<file path="config.mk">
export PLATFORM = sky130hd
export DESIGN_NAME = dnsc_parser
export DESIGN_NICKNAME = d
export VERILOG_FILES = /design/src/hw/rtl/dnsc_pkg.sv /design/src/hw/rtl/dnsc_parser.sv
export SDC_FILE = /design/constraint.sdc
export NUM_CORES = 1
export LEC_CHECK = 0
export BUFFER_PORTS_ARGS = -buffer_cell sky130_fd_sc_hd__clkbuf_2
export CAP_MARGIN = 20
export CORE_MARGIN = 10
export CORE_UTILIZATION = 61
export DETAILED_ROUTE_END_ITERATION = 12
export PLACE_DENSITY = 0.83
export SLEW_MARGIN = 40
export SYNTH_ARGS = -nofsm -noshare
export SYNTH_HDL_FRONTEND = slang
export SYNTH_SLANG_ARGS = --single-unit
</file>
<file path="constraint.sdc">
create_clock -name clk_i -period 4.5 [get_ports clk_i]
set_input_delay 0.9 -clock clk_i [delete_from_list [all_inputs] [get_ports clk_i]]
set_output_delay 0.9 -clock clk_i [all_outputs]
set_load 0.05 [all_outputs]
</file>
<file path="src/hw/rtl/dnsc_pkg.sv">
`default_nettype none
// ----------------------------------------------------------------------------
// dnsc_pkg
// Shared types, constants and helpers for the domain name syntax checker.
// ----------------------------------------------------------------------------
package dnsc_pkg;

  localparam int unsigned PrefixLen = 8;
  localparam int unsigned PosW      = $clog2(PrefixLen);

  localparam logic [7:0] ChSpace     = 8'h20;
  localparam logic [7:0] ChSlash     = 8'h2f;
  localparam logic [7:0] ChBackslash = 8'h5c;
  localparam logic [7:0] ChZero      = 8'h30;
  localparam logic [7:0] ChThree     = 8'h33;
  localparam logic [7:0] ChSeven     = 8'h37;
  localparam logic [7:0] ChDel       = 8'd127;
  localparam logic [7:0] OctMaxLow   = 8'd32;

  typedef enum logic [2:0] {
    PH_PREFIX       = 3'd0,
    PH_AFTER_PREFIX = 3'd1,
    PH_EXPECT_SLASH = 3'd2,
    PH_SEGMENT      = 3'd3,
    PH_ESC1         = 3'd4,
    PH_ESC2         = 3'd5,
    PH_ESC3         = 3'd6,
    PH_ERROR        = 3'd7
  } phase_e;

  // One word handed from the input register to the parser.
  typedef struct packed {
    logic       take;
    logic       last;
    logic [7:0] ch;
  } dnsc_step_t;

  // Literal "<kernel>", one character per position.
  function automatic logic [7:0] prefix_char(input logic [PosW-1:0] pos);
    logic [7:0] c;
    unique case (pos)
      3'd0:    c = 8'h3c;
      3'd1:    c = 8'h6b;
      3'd2:    c = 8'h65;
      3'd3:    c = 8'h72;
      3'd4:    c = 8'h6e;
      3'd5:    c = 8'h65;
      3'd6:    c = 8'h6c;
      3'd7:    c = 8'h3e;
      default: c = 8'h00;
    endcase
    return c;
  endfunction

  function automatic logic is_octal(input logic [7:0] c);
    return (c >= ChZero) && (c <= ChSeven);
  endfunction

endpackage
`default_nettype wire

</file>
<file path="src/hw/rtl/dnsc_parser.sv">
`default_nettype none
// ----------------------------------------------------------------------------
// dnsc_parser
// Parse state machine: advances one byte per step and reports the verdict
// of the name parsed so far.
// ----------------------------------------------------------------------------
module dnsc_parser (
  input  wire                 clk_i,
  input  wire                 rst_ni,
  input  dnsc_pkg::dnsc_step_t step_i,
  output logic                name_valid_o
);

  dnsc_pkg::phase_e            phase_q, phase_d;
  logic [dnsc_pkg::PosW-1:0]   pos_q, pos_d;
  logic [4:0]                  oct_q, oct_d;
  logic [7:0]                  ch;
  logic [2:0]                  digit;
  logic [7:0]                  esc_val;

  assign ch      = step_i.ch;
  assign digit   = ch[2:0];
  assign esc_val = {oct_q, digit};

  always_comb begin
    phase_d = phase_q;
    pos_d   = pos_q;
    oct_d   = oct_q;
    if (step_i.take && step_i.last) begin
      phase_d = dnsc_pkg::PH_PREFIX;
      pos_d   = '0;
      oct_d   = '0;
    end else if (step_i.take) begin
      unique case (phase_q)
        dnsc_pkg::PH_PREFIX: begin
          if (ch == dnsc_pkg::prefix_char(pos_q)) begin
            // wraps to zero exactly when the whole prefix has matched
            pos_d = pos_q + 1'b1;
            if (pos_q == dnsc_pkg::PosW'(dnsc_pkg::PrefixLen - 1)) begin
              phase_d = dnsc_pkg::PH_AFTER_PREFIX;
            end
          end else begin
            phase_d = dnsc_pkg::PH_ERROR;
          end
        end
        dnsc_pkg::PH_AFTER_PREFIX: begin
          phase_d = (ch == dnsc_pkg::ChSpace) ? dnsc_pkg::PH_EXPECT_SLASH
                                              : dnsc_pkg::PH_ERROR;
        end
        dnsc_pkg::PH_EXPECT_SLASH: begin
          phase_d = (ch == dnsc_pkg::ChSlash) ? dnsc_pkg::PH_SEGMENT
                                              : dnsc_pkg::PH_ERROR;
        end
        dnsc_pkg::PH_SEGMENT: begin
          priority if (ch == dnsc_pkg::ChSpace) begin
            phase_d = dnsc_pkg::PH_EXPECT_SLASH;
          end else if (ch == dnsc_pkg::ChBackslash) begin
            phase_d = dnsc_pkg::PH_ESC1;
          end else if (ch < dnsc_pkg::ChSpace || ch >= dnsc_pkg::ChDel) begin
            phase_d = dnsc_pkg::PH_ERROR;
          end
        end
        dnsc_pkg::PH_ESC1: begin
          priority if (ch == dnsc_pkg::ChBackslash) begin
            phase_d = dnsc_pkg::PH_SEGMENT;
          end else if (ch >= dnsc_pkg::ChZero && ch <= dnsc_pkg::ChThree) begin
            oct_d   = {3'b000, ch[1:0]};
            phase_d = dnsc_pkg::PH_ESC2;
          end else begin
            phase_d = dnsc_pkg::PH_ERROR;
          end
        end
        dnsc_pkg::PH_ESC2: begin
          if (dnsc_pkg::is_octal(ch)) begin
            oct_d   = {oct_q[1:0], digit};
            phase_d = dnsc_pkg::PH_ESC3;
          end else begin
            phase_d = dnsc_pkg::PH_ERROR;
          end
        end
        dnsc_pkg::PH_ESC3: begin
          if (dnsc_pkg::is_octal(ch) && esc_val != 8'd0 &&
              (esc_val <= dnsc_pkg::OctMaxLow || esc_val >= dnsc_pkg::ChDel)) begin
            phase_d = dnsc_pkg::PH_SEGMENT;
          end else begin
            phase_d = dnsc_pkg::PH_ERROR;
          end
        end
        default: begin
          phase_d = dnsc_pkg::PH_ERROR;
        end
      endcase
    end
  end

  always_comb begin
    name_valid_o = (phase_q == dnsc_pkg::PH_AFTER_PREFIX) ||
                   (phase_q == dnsc_pkg::PH_SEGMENT);
  end

  always_ff @(posedge clk_i or negedge rst_ni) begin
    if (!rst_ni) begin
      phase_q <= dnsc_pkg::PH_PREFIX;
      pos_q   <= '0;
      oct_q   <= '0;
    end else begin
      phase_q <= phase_d;
      pos_q   <= pos_d;
      oct_q   <= oct_d;
    end
  end

endmodule
`default_nettype wire

</file>
==> results.ini, run 1 <==
[synth]
avgSynthCellArea_um2=8.10
syn-cell-area_mm2=0.00104
ys.flop_type=dfrtp_1
synth_top_cell_by_area=dfrtp_1
synthDistinctLibCells=38
syn-num-nets=147
seq_area_frac_synth_pct=26.5
synth_commonest_cells=11 x dfrtp_1, 10 x nand2_1, 10 x nand3_1, 9 x nand2b_1, 9 x nor2_1
synth_most_common_cell=dfrtp_1
yosys_register_bits=11
netlist_top_cells_area=dfrtp_1 27%, ha_1 8.4%, nand2b_1 5.4%
async_reset_ff_share_pct=100
synth_warnings=0
netlist_instances=128
synth_top_area_share_pct=26.5
synth_edf_count=0

[clock_tree]
cts_tree=built
insertion_delay_ps=280
clk_pin_slew_ps=70
cts_buffers=3
htreeDepth=1
cts_hold_buffers=0
cts-root-buf=clkbuf_4
clkSinkCount=11
clock_path_buffers=2
ctsResizeCount=0
cts_setup_buffers=0

[global_routing]
antenna_found_initial=0
grt_pass1_vias=950
grt-ovfl-total=0
grt_usage_pct=15.0
grt_max_degree=12
grt_pass1_wl_um=4320

[placement]
gp_congestion=0.935
post-place-ws_ps=1730
portBuffers=12
place_area_mm2=0.00109
dp_hpwl_um=2010

[sta]
fin_crit_ps=2570
worst_slew_pin_slew_ps=599
whs_ps=480
max_freq_ghz=0.390
rsz0062_at_grt=false
finalHoldViolCount=0
drv_slew=0
maxSlewHeadroom_pct=59.7
fin_setup_tns_ps=0
period_share_pct=57.0
fin_skew_ps=0.683
setup_viol=0
worst_slack_ps=1930

[routing]
drt_iter0_markers=44
antenna_left=0
dr.pass1.iters=4
drc=0
wl_per_cell_um=16.8
finalWirelength_um=2570
routed_via_density=6.58
vias=1006

[status]
outcome=finished, final reports clean

[worst_setup_path]
worstPathMaxFanout=6
cp-start-kind=flop
reg2reg_from=pos_q[0]
r2r.worst_path.cells=8
slowest_delay_ps=570
path_cells=inv_1, ha_1, nand3_1, o21ai_0, nor4_1, nand4_1, and2_1, a31o_2
startpoint=pos_q[0]
worstPathRequired_ps=4680
cp-end-kind=flop
worstPathArrival_ps=2740
slowest_stage=nor4_1
reg2reg_to=phase_q[2]
reg2reg_slack_ps=1930
crit_type=reg2reg

[floorplan]
die_width_um=61.2
die_area_mm2=0.00375
io_pins=13
core_region_area_mm2=0.00156
fp.dieH_um=61.2
start_util_pct=66.5
row_count=14

[power]
p_comb_share_pct=26.3
pwr-share-clk_pct=27.7
seq_power_share_pct=46.1
p_leak_uw=0.000428
ir_drop_mv=0.216
switchingPower_uw=94.4
power_switching_share_pct=36.8
p_int_uw=162
power_density_mw_per_mm2=230

[layout]
layout.nets=157
area_delta_synth_final_pct=7.72
num_antenna_cells=0
post-route-cell-area_mm2=0.00112
drive_above_1_share_pct=14.6

[run]
maxCapViolations=0

[hold_path]
hold_path.class=in2async

-- worst max path at each step --
stage / to / depth (start not counted)
2_1_floorplan: oct_q[0] / 6
4_1_cts: phase_q[2] / 8
6_report: phase_q[2] / 8
3_3_place_gp: oct_q[1] / 7
3_5_place_dp: oct_q[0] / 7
5_1_grt: phase_q[2] / 8
-- sequential cells by signal, summed over array words and instances, names as in the netlist --
register and count:
pos_q 3, oct_q 5, phase_q 3
-- area by class of cell --
type | instances | area (µm²)
clock buffers | 3 | 22.5
clock inverters | 1 | 5.00
fillers | 127 | 442
inverters | 3 | 11.3
multi-input cells | 107 | 723
flip-flops and latches | 11 | 275
well taps | 16 | 20.0
repair buffers | 12 | 60.1
-- metrics by stage --
step	power (µW)	util, %	cells
after floorplan	166	-	128
after global placement	184	69.9	149
after detailed placement	186	69.9	149
after CTS	255	71.7	153
after global routing	272	71.7	153
final	257	71.7	153
-- per-layer routing --
| metal | vias to the layer above | share of wire, % | track usage [%] |
|---|---|---|---|
| met1 | 471 | 42 | 18.4 |
| met4 | 0 | 1.9 | 4.56 |
| li1 | 489 | - | - |
| met3 | 6 | 6.4 | 4.94 |
| met2 | 40 | 49 | 24.3 |
| met5 | - | 0 | 0 |
-- critical path, delay by kind of cell, from the launching register on --
family                   cells  cell delay, ps
AO/OA/AOI/OAI                2             330
AND/OR/NAND/NOR              4            1170
buffers and inverters        1             130
adder cells (fa/ha/maj)      1             380
flip-flops                   1             450
-- cells in the final DEF, fill, tap and decap left out, types with 2 or more instances in the layout --
cell type and n:
nor3_1 6, mux2i_1 4, nor3b_1 2, o21ai_0 4, dfrtp_1 11, clkbuf_2 12
nor2_1 9, ha_1 7, a211oi_1 2, nand4_1 3, nand2b_1 9, nand2_1 10
nand3_1 10, inv_1 3, nor2b_1 2, a21oi_1 8, xnor2_1 5, nor4_1 5
clkbuf_4 3, nand4b_1 2, and2_1 2
-- power groups by stage --
stage	sequential (µW)	clock, µW	combinational, µW
2_1_floorplan	107	0	58.4
3_3_place_gp	119	0	64.8
3_5_place_dp	119	0	66.8
4_1_cts	117	70.9	67.0
5_1_grt	119	78.1	74.4
6_report	118	71.1	67.4
-- cells by family (layout without fill, tap and decap cells) --
| logic type | Yosys count | in the layout | synth area share, % |
|---|---|---|---|
| AO/OA/AOI/OAI | 25 | 25 | 17.7 |
| XOR/XNOR | 6 | 6 | 5.07 |
| adder cells (fa/ha/maj) | 7 | 7 | 8.44 |
| multiplexers | 4 | 4 | 3.86 |
| AND/OR/NAND/NOR | 65 | 65 | 34.6 |
| flip-flops | 11 | 11 | 26.5 |
| buffers and inverters | 10 | 19 | 3.74 |
Power figures use the tool's default switching activity.
==> inputs of run 2 (changes only) <==
--- a/config.mk
+++ b/config.mk
@@ -8,9 +8,9 @@
 export BUFFER_PORTS_ARGS = -buffer_cell sky130_fd_sc_hd__clkbuf_2
 export CAP_MARGIN = 20
 export CORE_MARGIN = 10
-export CORE_UTILIZATION = 61
+export CORE_UTILIZATION = 57
 export DETAILED_ROUTE_END_ITERATION = 12
-export PLACE_DENSITY = 0.83
+export PLACE_DENSITY = 0.79
 export SLEW_MARGIN = 40
 export SYNTH_ARGS = -nofsm -noshare
 export SYNTH_HDL_FRONTEND = slang
==> constraint.sdc (replaced) <==
create_clock -name clk_i -period 2.6 [get_ports clk_i]
set_input_delay 0.52 -clock clk_i [delete_from_list [all_inputs] [get_ports clk_i]]
set_output_delay 0.52 -clock clk_i [all_outputs]
set_load 0.05 [all_outputs]
==> run 2 against run 1 <==
Cell count rose by 7.2%. Combinational power up 74%. Critical path type unchanged. Clock skew barely moved.
==> results.ini, run 2 (synthesized netlist as in run 1, its figures left out) <==
[clock_tree]
cts_setup_buffers=0  ; unchanged
clkSinkCount=11  ; unchanged
cts_tree=built
cts_buffers=3  ; unchanged
cts-root-buf=clkbuf_4
insertion_delay_ps=270  ; about the same
cts_hold_buffers=0  ; unchanged
htreeDepth=1  ; unchanged
ctsResizeCount=0  ; unchanged
clk_pin_slew_ps=70  ; about the same
clock_path_buffers=2  ; unchanged

[sta]
finalHoldViolCount=0  ; unchanged
rsz0062_at_grt=false
drv_slew=0  ; unchanged
fin_setup_tns_ps=0  ; unchanged
whs_ps=107  ; -373 ps
worst_slew_pin_slew_ps=503  ; -95.4 ps
period_share_pct=89.1  ; +32 points
worst_slack_ps=284  ; -1650 ps
setup_viol=0  ; unchanged
max_freq_ghz=0.432  ; +11%
maxSlewHeadroom_pct=66.4  ; +6.7 points
fin_crit_ps=2320  ; -251 ps
fin_skew_ps=0.631  ; -0.0522 ps

[routing]
wl_per_cell_um=15.7  ; -6.9%
drt_iter0_markers=49  ; +11%
dr.pass1.iters=4  ; unchanged
vias=1000  ; -0.60%
finalWirelength_um=2570  ; -0.23%
drc=0  ; unchanged
antenna_left=0  ; unchanged
routed_via_density=6.10  ; -7.3%

[global_routing]
antenna_found_initial=0  ; unchanged
grt_pass1_wl_um=4450  ; +3.0%
grt_max_degree=12  ; unchanged
grt_usage_pct=13.1  ; -1.9 points
grt_pass1_vias=987  ; +3.9%
grt-ovfl-total=0  ; unchanged

[floorplan]
core_region_area_mm2=0.00173  ; +11%
die_area_mm2=0.00393  ; +4.7%
fp.dieH_um=62.7  ; +2.3%
die_width_um=62.7  ; +2.3%
row_count=15  ; +1
io_pins=13  ; unchanged
start_util_pct=60.1  ; -6.5 points

[layout]
num_antenna_cells=0  ; unchanged
final_cell_mix=12 x clkbuf_2, 11 x dfrtp_1, 10 x nand2_1, 10 x nand3_1
post-route-cell-area_mm2=0.00114  ; +2.4%
layout.nets=159  ; +1.3%
largest_reg_flops=5  ; unchanged
drive_above_1_share_pct=15.8  ; +1.2 points
area_delta_synth_final_pct=10.3
top_regs=oct_q (5), phase_q (3), pos_q (3)
n_fill_cell=164  ; +29%
regMostFlops=oct_q
layout_commonest_cell=clkbuf_2

[worst_setup_path]
crit_type=reg2reg
worstPathRequired_ps=2770  ; -1910 ps
worstPathMaxFanout=6  ; unchanged
cp-start-kind=flop
cp-end-kind=flop
worstPathArrival_ps=2480  ; -260 ps

[power]
power_density_mw_per_mm2=385  ; +68%
ir_drop_mv=0.379  ; +75%
p_leak_uw=0.000438  ; +2.2%

[status]
outcome=finished, final reports clean

[placement]
dp_hpwl_um=1980  ; -1.5%
portBuffers=12  ; unchanged
post-place-ws_ps=194  ; -1540 ps
place_area_mm2=0.00112  ; +2.4%
gp_congestion=0.928  ; -0.74%

[hold_path]
hold_path.class=in2async

[run]
maxCapViolations=0  ; unchanged

==> run 2: final timing paths <==
kind / from / end / slack, ps / cells past startpoint
max in group asynchronous: rst_ni / oct_q[3] / 2280 / 1
hold reg to reg: oct_q[4] / oct_q[4] / 580 / 2
min in group clk_i: step_i[8] / pos_q[1] / 540 / 3
setup reg to reg: pos_q[0] / phase_q[2] / 280 / 8
hold / removal: rst_ni / phase_q[2] / 110 / 1
setup / recovery: pos_q[0] / phase_q[2] / 280 / 8
==> run 2: report_power, final <==
group / switching (µW) / leakage [µW] / total (µW) / internal [µW]
registers: 25.0 / 0.000146 / 205 / 180
clock network: 61.6 / 0.0000177 / 119 / 57.1
logic: 72.2 / 0.000274 / 117 / 44.5
total: 159 / 0.000438 / 440 / 281
==> run 2: per-stage QoR <==
stage | power (µW) | utilization [%] | instances
final | 440 | 66.2 | 164
after global routing | 466 | 66.2 | 164
after CTS | 443 | 66.2 | 164
after detailed placement | 324 | 64.6 | 160
after global placement | 321 | 64.6 | 160
after floorplan | 286 | - | 128
==> run 2: area by class of cell <==
type	instances	area, µm²	area share, %
well taps	25	31.3	2.74
clock inverters	1	5.00	0.438
multi-input cells	107	723	63.2
flip-flops and latches	11	275	24.1
clock buffers	3	22.5	1.97
inverters	3	11.3	0.985
repair buffers	14	75.1	6.56
==> run 2: critical path, cell delays in order, from the launching register on <==
cell       delay, ps
dfrtp_1          450
inv_1            140
ha_1             210
nor3_1           240
xnor2_1          110
a2111oi_2        400
nand4_1          180
and2_1           240
a31o_2           230
==> run 2: layer usage <==
metal / GRT usage [%] / wire (µm)
met3: 3.41 / 153
met5: 0 / 0
met1: 15.7 / 1150
met2: 22.8 / 1230
met4: 2.51 / 32
==> inputs of run 3 (changes only) <==
--- a/config.mk
+++ b/config.mk
@@ -11,6 +11,7 @@
 export CORE_UTILIZATION = 57
 export DETAILED_ROUTE_END_ITERATION = 12
 export PLACE_DENSITY = 0.79
+export RECOVER_POWER = 100
 export SLEW_MARGIN = 40
 export SYNTH_ARGS = -nofsm -noshare
 export SYNTH_HDL_FRONTEND = slang
==> run 3 against run 2 <==
Critical path depth unchanged. Worst setup slack got worse by 13 ps. Die area unchanged. Clock power barely moved. Utilization is 0.87 points lower. Critical endpoint unchanged. Highest routed layer unchanged. Fmax decreased by 0.58%. Flip-flop and latch count did not move. Combinational power down 3%. Clock skew hardly changed. Via count decreased by 1.6%. Largest cell class unchanged.
==> results.ini, run 3 (synthesized netlist as in run 1, its figures left out) <==
[clock_tree]
cts_setup_buffers=0  ; unchanged
clk_pin_slew_ps=70  ; about the same
cts_tree=built
ctsResizeCount=0  ; unchanged
clkSinkCount=11  ; unchanged
cts_buffers=3  ; unchanged
insertion_delay_ps=280  ; about the same
cts_hold_buffers=0  ; unchanged
htreeDepth=1  ; unchanged
clock_path_buffers=2  ; unchanged
cts-root-buf=clkbuf_4

[sta]
fin_skew_ps=0.307  ; -0.324 ps
fin_crit_ps=2330  ; +13.4 ps
setup_viol=0  ; unchanged
max_freq_ghz=0.429  ; -0.58%
maxSlewHeadroom_pct=60.1  ; -6.2 points
period_share_pct=89.6  ; +0.52 points
whs_ps=209  ; +103 ps
worst_slack_ps=271  ; -13.4 ps
worst_slew_pin_slew_ps=600  ; +97.1 ps
rsz0062_at_grt=false
fin_setup_tns_ps=0  ; unchanged
finalHoldViolCount=0  ; unchanged
drv_slew=0  ; unchanged

[hold_path]
hold_path.class=in2async

[layout]
drive_above_1_share_pct=12.9  ; -2.9 points
layout_commonest_cell=dfrtp_1
regMostFlops=oct_q
post-route-cell-area_mm2=0.00113  ; -1.3%
largest_reg_flops=5  ; unchanged
top_regs=oct_q (5), phase_q (3), pos_q (3)
final_cell_mix=11 x dfrtp_1, 10 x nand2_1, 10 x nand3_1
area_delta_synth_final_pct=8.81
layout.nets=159  ; unchanged
num_antenna_cells=0  ; unchanged

[floorplan]
io_pins=13  ; unchanged
row_count=15  ; unchanged
die_area_mm2=0.00393  ; unchanged
die_width_um=62.7  ; unchanged
core_region_area_mm2=0.00173  ; unchanged
start_util_pct=60.1  ; unchanged
fp.dieH_um=62.7  ; unchanged

[worst_setup_path]
crit_type=reg2reg
cp-start-kind=flop
slowest_stage=dfrtp_1
cp-end-kind=flop
path_cells=inv_1, ha_1, nor3_1, xnor2_1, a2111oi_2, nand4_1, and2_1, a31o_2
reg2reg_slack_ps=270  ; about the same
reg2reg_to=phase_q[2]
r2r.worst_path.cells=8  ; unchanged
slowest_delay_ps=450  ; about the same
reg2reg_from=pos_q[0]
worstPathRequired_ps=2770  ; about the same
worstPathArrival_ps=2500  ; +20 ps
worstPathMaxFanout=6  ; unchanged

[global_routing]
grt_pass1_wl_um=4450  ; unchanged
grt_pass1_vias=987  ; unchanged
antenna_found_initial=0  ; unchanged
grt_max_degree=12  ; unchanged
grt_usage_pct=13.1  ; unchanged
grt-ovfl-total=0  ; unchanged

[routing]
antenna_left=0  ; unchanged
dr.pass1.iters=4  ; unchanged
drc=0  ; unchanged
vias=984  ; -1.6%
finalWirelength_um=2550  ; -0.78%
wl_per_cell_um=15.5  ; -0.78%
drt_iter0_markers=38  ; -22%
routed_via_density=6.00  ; -1.6%

[power]
ir_drop_mv=0.379  ; about the same
p_leak_uw=0.000426  ; -2.7%
power_density_mw_per_mm2=387  ; +0.60%

[placement]
gp_congestion=0.928  ; unchanged
place_area_mm2=0.00112  ; unchanged
dp_hpwl_um=1980  ; unchanged
portBuffers=12  ; unchanged
post-place-ws_ps=194  ; unchanged

[run]
maxCapViolations=0  ; unchanged

[status]
outcome=finished, final reports clean

==> run 3: cell types whose count changed in the layout (fill, tap and decap cells not counted) <==
cell      previous run  this run
a211oi_2             0         1
a211oi_4             1         0
clkbuf_1             0         3
clkbuf_2            12         9
or2_0                0         1
or2_1                1         0
or4b_1               1         2
or4b_4               1         0
==> run 3: area by class of cell <==
class                   instances  area, µm²
clock buffers                   3       22.5
flip-flops and latches         11        275
inverters                       3       11.3
clock inverters                 1       5.00
multi-input cells             107        712
repair buffers                 14       71.3
well taps                      25       31.3
fillers                       166        598
==> run 3: worst max path at each step <==
stage,start,to,slack (ps),cells past startpoint
floorplan,pos_q[0],phase_q[2],410,8
finish,pos_q[0],phase_q[2],270,8
global placement,step_i[7],oct_q[1],270,7
global route,pos_q[0],pos_q[0],3,8
detailed placement,step_i[7],oct_q[0],190,7
CTS,pos_q[0],phase_q[2],250,9
==> run 3: per-stage QoR <==
step | total power [µW] | std cells | util [%]
3_5_place_dp | 324 | 160 | 64.6
2_1_floorplan | 286 | 128 | -
4_1_cts | 443 | 164 | 66.2
6_report | 437 | 164 | 65.4
5_1_grt | 462 | 164 | 65.4
3_3_place_gp | 321 | 160 | 64.6
==> run 3: power by group <==
group	switching, µW	total, µW	internal [µW]
Clock	63.2	120	57.1
Combinational	70.0	113	42.7
Sequential	24.2	204	180
==> run 3: critical path, delay by kind of cell (launching register included) <==
| family | cells | cell delay (ps) |
|---|---|---|
| flip-flops | 1 | 450 |
| buffers and inverters | 1 | 140 |
| XOR/XNOR | 1 | 110 |
| adder cells (fa/ha/maj) | 1 | 210 |
| AO/OA/AOI/OAI | 2 | 640 |
| AND/OR/NAND/NOR | 3 | 670 |
==> run 3: routing by layer <==
metal / wire length [µm] / share of wire, % / track usage [%] / vias to the layer above
met5: 0 / 0 / 0 / -
met4: 11 / 0.43 / 2.51 / 0
met3: 103 / 4.0 / 3.41 / 2
met2: 1270 / 50 / 22.8 / 21
met1: 1160 / 46 / 15.7 / 469
li1: - / - / - / 492
